==> src/design/tpps_pkg.sv <==
// tpps_pkg: shared types and constants of the sample-timer setting calculator
// no dependencies; imported by timer_prescaler_period_select
package tpps_pkg;

  // field and register widths
  localparam int unsigned CLK_W      = 32;
  localparam int unsigned SCALE_W    = 20;
  localparam int unsigned MINR_W     = 32;
  localparam int unsigned PERIOD_W   = 32;
  localparam int unsigned REQ_W      = 64;
  localparam int unsigned CODE_W     = 3;
  localparam int unsigned CNT_W      = 32;
  localparam int unsigned RATE_W     = 64;
  localparam int unsigned CFG_IDX_W  = 2;
  localparam int unsigned CFG_DATA_W = 32;

  // internal datapath widths
  localparam int unsigned PROD_W    = CLK_W + SCALE_W;  // clock_hz * rate_scale
  localparam int unsigned TICK_W    = PROD_W;           // rounded tick count
  localparam int unsigned MUL_W     = 32;               // shared multiplier operand
  localparam int unsigned DIV_W     = 64;               // shared divider width
  localparam int unsigned DIV_CNT_W = $clog2(DIV_W);
  localparam int unsigned STEP_W    = 4;                // prescaler search step

  // register reset values
  localparam logic [CLK_W-1:0]    CLOCK_HZ_RST   = CLK_W'(100000000);
  localparam logic [SCALE_W-1:0]  RATE_SCALE_RST = SCALE_W'(1000);
  localparam logic [MINR_W-1:0]   MIN_RATE_RST   = MINR_W'(1000);
  localparam logic [PERIOD_W-1:0] MAX_PERIOD_RST = PERIOD_W'(65535);

  // prescaler search constants
  localparam logic [STEP_W-1:0] STEP_LAST  = STEP_W'(8);  // divide by 256
  localparam logic [STEP_W-1:0] STEP_HALVE = STEP_W'(7);  // divide by 128, not available
  localparam logic [CODE_W-1:0] CODE_DIV256 = CODE_W'(7);
  localparam logic [STEP_W-1:0] SLOW_SHIFT  = STEP_W'(8);
  localparam logic [TICK_W-1:0] SLOW_ROUND  = TICK_W'(128);

  typedef enum logic [CFG_IDX_W-1:0] {
    REG_CLOCK_HZ       = 2'd0,
    REG_RATE_SCALE     = 2'd1,
    REG_MIN_TIMER_RATE = 2'd2,
    REG_MAX_PERIOD     = 2'd3
  } cfg_reg_e;

  typedef enum logic [3:0] {
    S_IDLE,
    S_MUL_P,
    S_MUL_T,
    S_DIV_TICK,
    S_MODE,
    S_DIV_CNT,
    S_CNT_CHK,
    S_CNT_LD,
    S_DIV_TICK2,
    S_TICK2_CHK,
    S_FIT,
    S_HALF,
    S_RATE_MUL,
    S_RATE_LD,
    S_DIV_RATE,
    S_OUT
  } tpps_state_e;

endpackage

==> src/design/timer_prescaler_period_select.sv <==
// timer_prescaler_period_select: sample-timer period, prescaler and outer count
// from a requested rate; one shared multiplier and one radix-2 divider
// depends on tpps_pkg
//
// Usage: write clock_hz, rate_scale, min_timer_rate and max_period through the
// cfg port (cfg_we_i, cfg_idx_i, cfg_data_i) while the block is idle. Send a
// requested rate as one beat on the input channel; in_stall_o stays high from
// the accepting edge until the result beat has been taken. The result holds
// on the output channel, stable, for as long as out_stall_i is high.
// The restoring divider retires one quotient bit per cycle. Fast requests use
// two divisions plus one to nine prescaler search steps; slow requests use four
// divisions. A zero request or an unusable setting ends early with the error
// flag set. One item is in flight at a time; the next is accepted the cycle
// after the result beat. Reset puts the registers at 100 MHz, scale 1000, min
// rate 1000, max period 65535 and returns the sequencer to idle.
module timer_prescaler_period_select (
  input  logic                              clk_i,
  input  logic                              rst_ni,
  input  logic                              cfg_we_i,
  input  logic [tpps_pkg::CFG_IDX_W-1:0]    cfg_idx_i,
  input  logic [tpps_pkg::CFG_DATA_W-1:0]   cfg_data_i,
  input  logic                              in_valid_i,
  output logic                              in_stall_o,
  input  logic [tpps_pkg::REQ_W-1:0]        requested_rate_i,
  output logic                              out_valid_o,
  input  logic                              out_stall_i,
  output logic [tpps_pkg::PERIOD_W-1:0]     timer_period_o,
  output logic [tpps_pkg::CODE_W-1:0]       prescale_code_o,
  output logic [tpps_pkg::CNT_W-1:0]        outer_count_o,
  output logic [tpps_pkg::RATE_W-1:0]       actual_rate_o,
  output logic                              error_o
);
  import tpps_pkg::*;

  tpps_state_e state_q, state_d;

  logic [CLK_W-1:0]    clock_hz_q;
  logic [SCALE_W-1:0]  rate_scale_q;
  logic [MINR_W-1:0]   min_rate_q;
  logic [PERIOD_W-1:0] max_period_q;

  logic [REQ_W-1:0]    req_q;
  logic [PROD_W-1:0]   prod_q;
  logic [PROD_W-1:0]   thr_q;
  logic [DIV_W-1:0]    denom_q;
  logic [TICK_W-1:0]   tick_q;
  logic [CNT_W-1:0]    cnt_q;
  logic [CODE_W-1:0]   code_q;
  logic [STEP_W-1:0]   step_q;
  logic [STEP_W-1:0]   shift_q;
  logic                err_q;

  // shared divider
  logic [DIV_W-1:0]     div_n_q, div_d_q, div_r_q;
  logic [DIV_CNT_W-1:0] div_cnt_q;
  logic [DIV_W:0]       div_rsh;
  logic [DIV_W+1:0]     div_diff;
  logic                 div_ge;
  logic                 div_last;
  logic                 div_run;
  logic                 div_ld;
  logic [DIV_W-1:0]     div_ld_n, div_ld_d;

  // shared multiplier
  logic [MUL_W-1:0]     mul_a, mul_b;
  logic [2*MUL_W-1:0]   mul_res;

  // decision terms
  logic                 req_zero;
  logic                 slow;
  logic                 mp_zero;
  logic [TICK_W-1:0]    slow_tick;
  logic [DIV_W-1:0]     cnt_full;
  logic                 cnt_ovf;
  logic [CNT_W-1:0]     cnt_val;
  logic                 quot_zero;
  logic [TICK_W:0]      fit_half;
  logic [TICK_W:0]      fit_t;
  logic                 fit_ok;
  logic                 fit_zero;
  logic                 fail;

  // configuration registers
  always_ff @(posedge clk_i or negedge rst_ni) begin
    if (!rst_ni) begin
      clock_hz_q   <= CLOCK_HZ_RST;
      rate_scale_q <= RATE_SCALE_RST;
      min_rate_q   <= MIN_RATE_RST;
      max_period_q <= MAX_PERIOD_RST;
    end else if (cfg_we_i) begin
      unique case (cfg_reg_e'(cfg_idx_i))
        REG_CLOCK_HZ:       clock_hz_q   <= cfg_data_i[CLK_W-1:0];
        REG_RATE_SCALE:     rate_scale_q <= cfg_data_i[SCALE_W-1:0];
        REG_MIN_TIMER_RATE: min_rate_q   <= cfg_data_i[MINR_W-1:0];
        REG_MAX_PERIOD:     max_period_q <= cfg_data_i[PERIOD_W-1:0];
      endcase
    end
  end

  // datapath terms
  always_comb begin
    div_rsh  = {div_r_q, div_n_q[DIV_W-1]};
    div_diff = {1'b0, div_rsh} - {2'b00, div_d_q};
    div_ge   = ~div_diff[DIV_W+1];
    div_last = (div_cnt_q == DIV_CNT_W'(DIV_W - 1));

    case (state_q)
      S_MUL_P: begin
        mul_a = clock_hz_q;
        mul_b = MUL_W'(rate_scale_q);
      end
      S_MUL_T: begin
        mul_a = min_rate_q;
        mul_b = MUL_W'(rate_scale_q);
      end
      default: begin
        mul_a = tick_q[MUL_W-1:0];
        mul_b = cnt_q;
      end
    endcase
    mul_res = mul_a * mul_b;

    req_zero  = (req_q == '0);
    slow      = (req_q < REQ_W'(thr_q));
    mp_zero   = (max_period_q == '0);
    slow_tick = (div_n_q[TICK_W-1:0] + SLOW_ROUND) >> SLOW_SHIFT;

    // ceiling of tick / max_period, at least one
    cnt_full  = div_n_q + DIV_W'(div_r_q != '0);
    cnt_ovf   = (cnt_full[DIV_W-1:CNT_W] != '0);
    cnt_val   = (cnt_full == '0) ? CNT_W'(1) : cnt_full[CNT_W-1:0];
    quot_zero = (div_n_q == '0);

    // rounded tick / 2^step
    fit_half  = ((TICK_W+1)'(1) << step_q) >> 1;
    fit_t     = ({1'b0, tick_q} + fit_half) >> step_q;
    fit_ok    = (fit_t <= (TICK_W+1)'(max_period_q));
    fit_zero  = (fit_t == '0);

    div_ld   = 1'b0;
    div_ld_n = '0;
    div_ld_d = '0;
    fail     = 1'b0;
    case (state_q)
      S_MUL_T: begin
        fail     = req_zero;
        div_ld   = ~req_zero;
        div_ld_n = DIV_W'(prod_q) + (req_q >> 1);
        div_ld_d = req_q;
      end
      S_MODE: begin
        fail     = slow & mp_zero;
        div_ld   = slow & ~mp_zero;
        div_ld_n = DIV_W'(slow_tick);
        div_ld_d = DIV_W'(max_period_q);
      end
      S_CNT_CHK: fail = cnt_ovf;
      S_CNT_LD: begin
        div_ld   = 1'b1;
        div_ld_n = DIV_W'(tick_q) + DIV_W'(cnt_q >> 1);
        div_ld_d = DIV_W'(cnt_q);
      end
      S_TICK2_CHK: fail = quot_zero;
      S_FIT: fail = fit_ok ? fit_zero : (step_q == STEP_LAST);
      S_RATE_LD: begin
        div_ld   = 1'b1;
        div_ld_n = DIV_W'(prod_q >> shift_q) + (denom_q >> 1);
        div_ld_d = denom_q;
      end
      default: ;
    endcase
  end

  // next state
  always_comb begin
    state_d = state_q;
    unique case (state_q)
      S_IDLE:      if (in_valid_i) state_d = S_MUL_P;
      S_MUL_P:     state_d = S_MUL_T;
      S_MUL_T:     state_d = req_zero ? S_OUT : S_DIV_TICK;
      S_DIV_TICK:  if (div_last) state_d = S_MODE;
      S_MODE: begin
        if (slow) state_d = mp_zero ? S_OUT : S_DIV_CNT;
        else      state_d = S_FIT;
      end
      S_DIV_CNT:   if (div_last) state_d = S_CNT_CHK;
      S_CNT_CHK:   state_d = cnt_ovf ? S_OUT : S_CNT_LD;
      S_CNT_LD:    state_d = S_DIV_TICK2;
      S_DIV_TICK2: if (div_last) state_d = S_TICK2_CHK;
      S_TICK2_CHK: state_d = quot_zero ? S_OUT : S_RATE_MUL;
      S_FIT: begin
        if (fit_ok) begin
          if (fit_zero)                  state_d = S_OUT;
          else if (step_q == STEP_HALVE) state_d = S_HALF;
          else                           state_d = S_RATE_MUL;
        end else if (step_q == STEP_LAST) begin
          state_d = S_OUT;
        end
      end
      S_HALF:      state_d = S_RATE_MUL;
      S_RATE_MUL:  state_d = S_RATE_LD;
      S_RATE_LD:   state_d = S_DIV_RATE;
      S_DIV_RATE:  if (div_last) state_d = S_OUT;
      S_OUT:       if (!out_stall_i) state_d = S_IDLE;
      default:     state_d = S_IDLE;
    endcase
  end

  // handshake and result fields
  always_comb begin
    in_stall_o  = (state_q != S_IDLE);
    out_valid_o = (state_q == S_OUT);
    div_run     = (state_q == S_DIV_TICK) || (state_q == S_DIV_CNT) ||
                  (state_q == S_DIV_TICK2) || (state_q == S_DIV_RATE);
    timer_period_o  = err_q ? PERIOD_W'(1) : tick_q[PERIOD_W-1:0];
    prescale_code_o = err_q ? '0 : code_q;
    outer_count_o   = err_q ? CNT_W'(1) : cnt_q;
    actual_rate_o   = err_q ? '0 : div_n_q;
    error_o         = err_q;
  end

  always_ff @(posedge clk_i or negedge rst_ni) begin
    if (!rst_ni) begin
      state_q   <= S_IDLE;
      err_q     <= 1'b0;
      div_cnt_q <= '0;
    end else begin
      state_q <= state_d;
      if (state_q == S_IDLE && in_valid_i) begin
        err_q <= 1'b0;
      end else if (fail) begin
        err_q <= 1'b1;
      end
      if (div_ld) begin
        div_cnt_q <= '0;
      end else if (div_run) begin
        div_cnt_q <= div_cnt_q + DIV_CNT_W'(1);
      end
    end
  end

  // payload registers
  always_ff @(posedge clk_i) begin
    if (div_ld) begin
      div_n_q <= div_ld_n;
      div_d_q <= div_ld_d;
      div_r_q <= '0;
    end else if (div_run) begin
      div_r_q <= div_ge ? div_diff[DIV_W-1:0] : div_rsh[DIV_W-1:0];
      div_n_q <= {div_n_q[DIV_W-2:0], div_ge};
    end

    case (state_q)
      S_IDLE:     if (in_valid_i) req_q <= requested_rate_i;
      S_MUL_P:    prod_q <= mul_res[PROD_W-1:0];
      S_MUL_T:    thr_q  <= mul_res[PROD_W-1:0];
      S_MODE: begin
        if (slow) begin
          tick_q <= slow_tick;
        end else begin
          tick_q <= div_n_q[TICK_W-1:0];
          cnt_q  <= CNT_W'(1);
          step_q <= '0;
        end
      end
      S_CNT_CHK:  cnt_q <= cnt_val;
      S_TICK2_CHK: begin
        tick_q  <= div_n_q[TICK_W-1:0];
        code_q  <= CODE_DIV256;
        shift_q <= SLOW_SHIFT;
      end
      S_FIT: begin
        if (fit_ok) begin
          tick_q  <= fit_t[TICK_W-1:0];
          shift_q <= step_q;
          code_q  <= (step_q >= STEP_HALVE) ? CODE_DIV256 : step_q[CODE_W-1:0];
        end else begin
          step_q <= step_q + STEP_W'(1);
        end
      end
      S_HALF: begin
        // no divide by 128: halve the period and use 256
        tick_q  <= (tick_q + TICK_W'(1)) >> 1;
        shift_q <= STEP_LAST;
      end
      S_RATE_MUL: denom_q <= DIV_W'(mul_res);
      default: ;
    endcase
  end

endmodule
==> config.mk <==
export PLATFORM = sky130hd
export DESIGN_NAME = timer_prescaler_period_select
export DESIGN_NICKNAME = d
export VERILOG_FILES = /design/src/design/tpps_pkg.sv /design/src/design/timer_prescaler_period_select.sv
export SDC_FILE = /design/constraint.sdc
export NUM_CORES = 2
export LEC_CHECK = 0
export BUFFER_PORTS_ARGS = -buffer_cell sky130_fd_sc_hd__buf_4
export CAP_MARGIN = 15
export CORE_MARGIN = 5
export CORE_UTILIZATION = 48
export CTS_CLUSTER_SIZE = 10
export DETAILED_ROUTE_END_ITERATION = 10
export GPL_ROUTABILITY_DRIVEN = 0
export PLACE_DENSITY = 0.69
export SETUP_SLACK_MARGIN = 0.15
export SYNTH_ARGS = -nofsm -noshare
export SYNTH_HDL_FRONTEND = slang
export SYNTH_SLANG_ARGS = --single-unit
==> constraint.sdc <==
create_clock -name clk_i -period 12.3 [get_ports clk_i]
set_input_delay 2.46 -clock clk_i [delete_from_list [all_inputs] [get_ports clk_i]]
set_output_delay 2.46 -clock clk_i [all_outputs]
set_load 0.05 [all_outputs]
==> flow_metrics.py <==
metrics = {
    "setup_path": {
        "crit_end": "denom_q[63]",
        "reg2reg_slack_ns": 0.79,
        "r2r-end": "denom_q[63]",
        "slowest_stage": "mux2i_2",
        "required_ns": 12.74,
        "cp_max_fo": 38,
        "r2r_start": "state_q[1]",
        "crit_type": "reg2reg",
        "ff2ff_path_depth": 33,
        "critPathMaxStageDelay_ns": 1.07,
        "path_common_cell": "fa_1",
        "critPathArrivalTime_ns": 11.95,
        "worstSetupStartpointType": "flop",
        "end_kind": "flop",
        "startpoint": "state_q[1]",
    },
    "synthesis": {
        "yosysSeqAreaShare_pct": 21.6,
        "synth_area_um2": 84100,
        "ys_warn_count": 0,
        "synth-main-ff-cell": "edfxtp_1",
        "synth_area_leader_cell": "fa_1",
        "synthArstFlopShare_pct": 19.7,
        "synth_edf_count": 455,
        "synth_top_area_share_pct": 21.4,
        "avgSynthCellArea_um2": 9.00,
        "synthesis.nets": 10900,
        "synth-seq-cells": 646,
        "netlist_instances": 9353,
        "yosysUniqueCellTypes": 111,
        "synth_area_leaders": "fa_1, edfxtp_1, ha_1, inv_1, nand2_1",
    },
    "floorplan": {
        "core_um2": 174000,
        "io_pins": 237,
        "initial_core_util_pct": 48.3,
        "placementRows": 153,
        "die_h_um": 429,
        "die_x_um": 429,
        "die_area_um2": 184000,
    },
    "route": {
        "vias": 77200,
        "wl_per_cell_um": 29.3,
        "first_pass_iters": 11,
        "vias_per_cell": 6.58,
        "wirelength_um": 343000,
        "drtIter0Drc": 11800,
        "wl_met2_um": 143000,
        "top_layer": "met5",
        "drc": 0,
        "ant_nets": 0,
        "wl_met3_um": 48900,
        "drt-met1-wl_um": 113000,
    },
    "clocking": {
        "cts.htree.levels": 3,
        "cts_root_buf": "clkbuf_16",
        "clock_path_buffers": 3,
        "cts_tree": "done",
        "cts_buffers": 81,
        "cts.sinks": 646,
        "clk_pin_slew_ns": 0.06,
        "clkLatencyLatePin_ns": 0.72,
        "postCtsSetupBuffers": 0,
        "cts_resized": 0,
        "postCtsHoldBufs": 0,
    },
    "cells_and_area": {
        "syn_to_final_growth_pct": 8.00,
        "final_layout_size_suffix_gt1_share_pct": 9.99,
        "utilization_pct": 52.2,
        "nets": 10900,
        "fill_cells": 15900,
    },
    "flow_run": {
        "cap_violations": 0,
    },
    "global_route": {
        "grt.total_usage_pct": 36.1,
        "antenna_found_initial": 34,
        "grt_max_degree": 102,
        "first_global_vias": 75600,
        "grt_pass1_wl_um": 497000,
        "grt_overflow": 0,
    },
    "timing": {
        "fin_ws_ns": 0.785,
        "tightest_slew_ns": 1.42,
        "fin_crit_sh_pct": 93.6,
        "relSlewSlack_pct": 4.09,
        "max_clock_freq_mhz": 86.8,
        "hold_viol": 0,
        "final.setup.tns_ns": 0,
        "setup_viol": 0,
        "rsz0062_at_grt": "false",
        "slew_violations": 0,
        "fin_crit_ns": 11.51,
        "skew_ns": 0.0302,
    },
    "place": {
        "place_ws_ns": 0.973,
        "dp_hpwl_um": 266000,
        "port_buffers": 236,
    },
    "run_status": {
        "status": "complete, no violations",
    },
    "worst_hold_path": {
        "hold_class": "reg2reg",
    },
}
[per-stage QoR]
step / hold slack [ns] / instances / area, um2
after floorplan: 0.457 / 9353 / 84100
after global placement: 0.474 / 11500 / 88300
after detailed placement: 0.482 / 11500 / 88300
after CTS: 0.487 / 11700 / 90700
after global routing: 0.513 / 11700 / 90800
final: 0.486 / 11700 / 90900
[cells by family (layout without fill, tap and decap cells)]
family                     after synthesis  count (layout)  share of synthesized area, %
and+or+nand+nor                       3065            3065                          17.1
AOI/OAI and AO/OA                     1693            1693                          13.5
buffers and inverters                 1646            1666                          7.49
adders and majority gates             1472            1472                          29.9
DFF                                    646             646                          21.6
xor gates and xnor gates               429             429                          4.47
muxes                                  402             402                          5.91
other                                    0              34                             0
[layout make-up]
| cell class | count | area, um2 | area share [%] |
|---|---|---|---|
| Multi-Input combinational cell | 7061 | 59900 | 65.9 |
| Antenna cell | 34 | 85.1 | 0.0936 |
| Inverter | 1100 | 4140 | 4.55 |
| Clock buffer | 122 | 2250 | 2.48 |
| Clock inverter | 22 | 190 | 0.209 |
| Timing Repair Buffer | 422 | 3220 | 3.54 |
| Sequential cell | 646 | 18200 | 20.0 |
| Tap cell | 2325 | 2910 | 3.20 |
[synth_stat cells, drive strengths merged (180+ instances only)]
| library cell | count |
|---|---|
| a21o | 181 |
| nand3 | 199 |
| inv | 1099 |
| a21oi | 434 |
| xnor2 | 276 |
| fa | 901 |
| edfxtp | 455 |
| nor2b | 180 |
| and3 | 245 |
| nor2 | 914 |
| ha | 571 |
| o21ai | 289 |
| clkbuf | 441 |
| nand2 | 953 |
[layer usage]
layer | global-route usage (%) | up-vias
li1 | - | 31900
met1 | 41.7 | 37100
met2 | 52.8 | 6280
met3 | 13.8 | 1857
met4 | 30.7 | 10
met5 | 0.390 | -
[worst max-delay path, delay by kind of cell, from the launching register on]
family	cells	cell delay (ns)
flops	1	0.62
fa+ha+maj	9	4.48
mux	1	1.07
simple gates	4	0.72
xor+xnor	1	0.09
compound gates	11	3.09
buf+inv	7	1.10
[registers in the layout (all words and copies together) (netlist names)]
| name | flops |
|---|---|
| div_r_q | 64 |
| div_n_q | 64 |
| code_q | 3 |
| tick_q | 52 |
| denom_q | 64 |
| cnt_q | 32 |
| thr_q | 52 |
| div_d_q | 64 |
| error_o | 1 |
| max_period_q | 32 |
| div_cnt_q | 6 |
| state_q | 4 |
| rate_scale_q | 20 |
| clock_hz_q | 32 |
| min_rate_q | 32 |
| req_q | 64 |
| step_q | 4 |
| shift_q | 4 |
| prod_q | 52 |
[placed cells by master, fill, tap and decap left out, types with 36 or more instances in the layout]
cell type,synthesis,layout
nand3_1,198,196
mux4_2,58,58
inv_1,1096,1094
a22oi_1,103,103
ha_1,571,571
a211oi_1,56,56
nor2_1,914,909
and2_1,80,80
nor3_1,91,88
nand4_1,88,88
nor2b_1,179,178
nand2b_1,56,56
o21a_1,44,43
o21ai_1,47,51
a21o_1,181,181
clkbuf_16,0,83
or2_2,42,42
buf_4,17,412
mux2i_1,166,153
dfstp_2,40,40
a21oi_1,428,427
mux2_2,178,178
nor4_1,87,87
dfrtp_1,87,85
and3_1,244,243
edfxtp_1,455,455
dfxtp_1,64,64
xor2_1,153,153
fa_1,901,901
o22ai_1,77,77
nand2_1,951,951
clkbuf_1,438,36
or3_1,46,45
o21ai_0,239,231
o21bai_1,37,37
a31oi_1,84,82
xnor2_1,276,276
[worst min-delay path by stage]
stage | depth (start not counted) | end | slack, ns | start
after global placement | 2 | div_r_q[21] | 0.47 | div_r_q[21]
after floorplan | 2 | div_r_q[5] | 0.46 | div_r_q[5]
after global routing | 2 | div_r_q[20] | 0.51 | div_r_q[20]
final | 2 | div_r_q[8] | 0.49 | div_r_q[8]
after detailed placement | 2 | div_r_q[8] | 0.48 | div_r_q[8]
after CTS | 2 | div_r_q[8] | 0.49 | div_r_q[8]
Power is left out: the tool's default activity adds up to more than one toggle a clock period on the data nets, which glitch-free logic cannot reach.
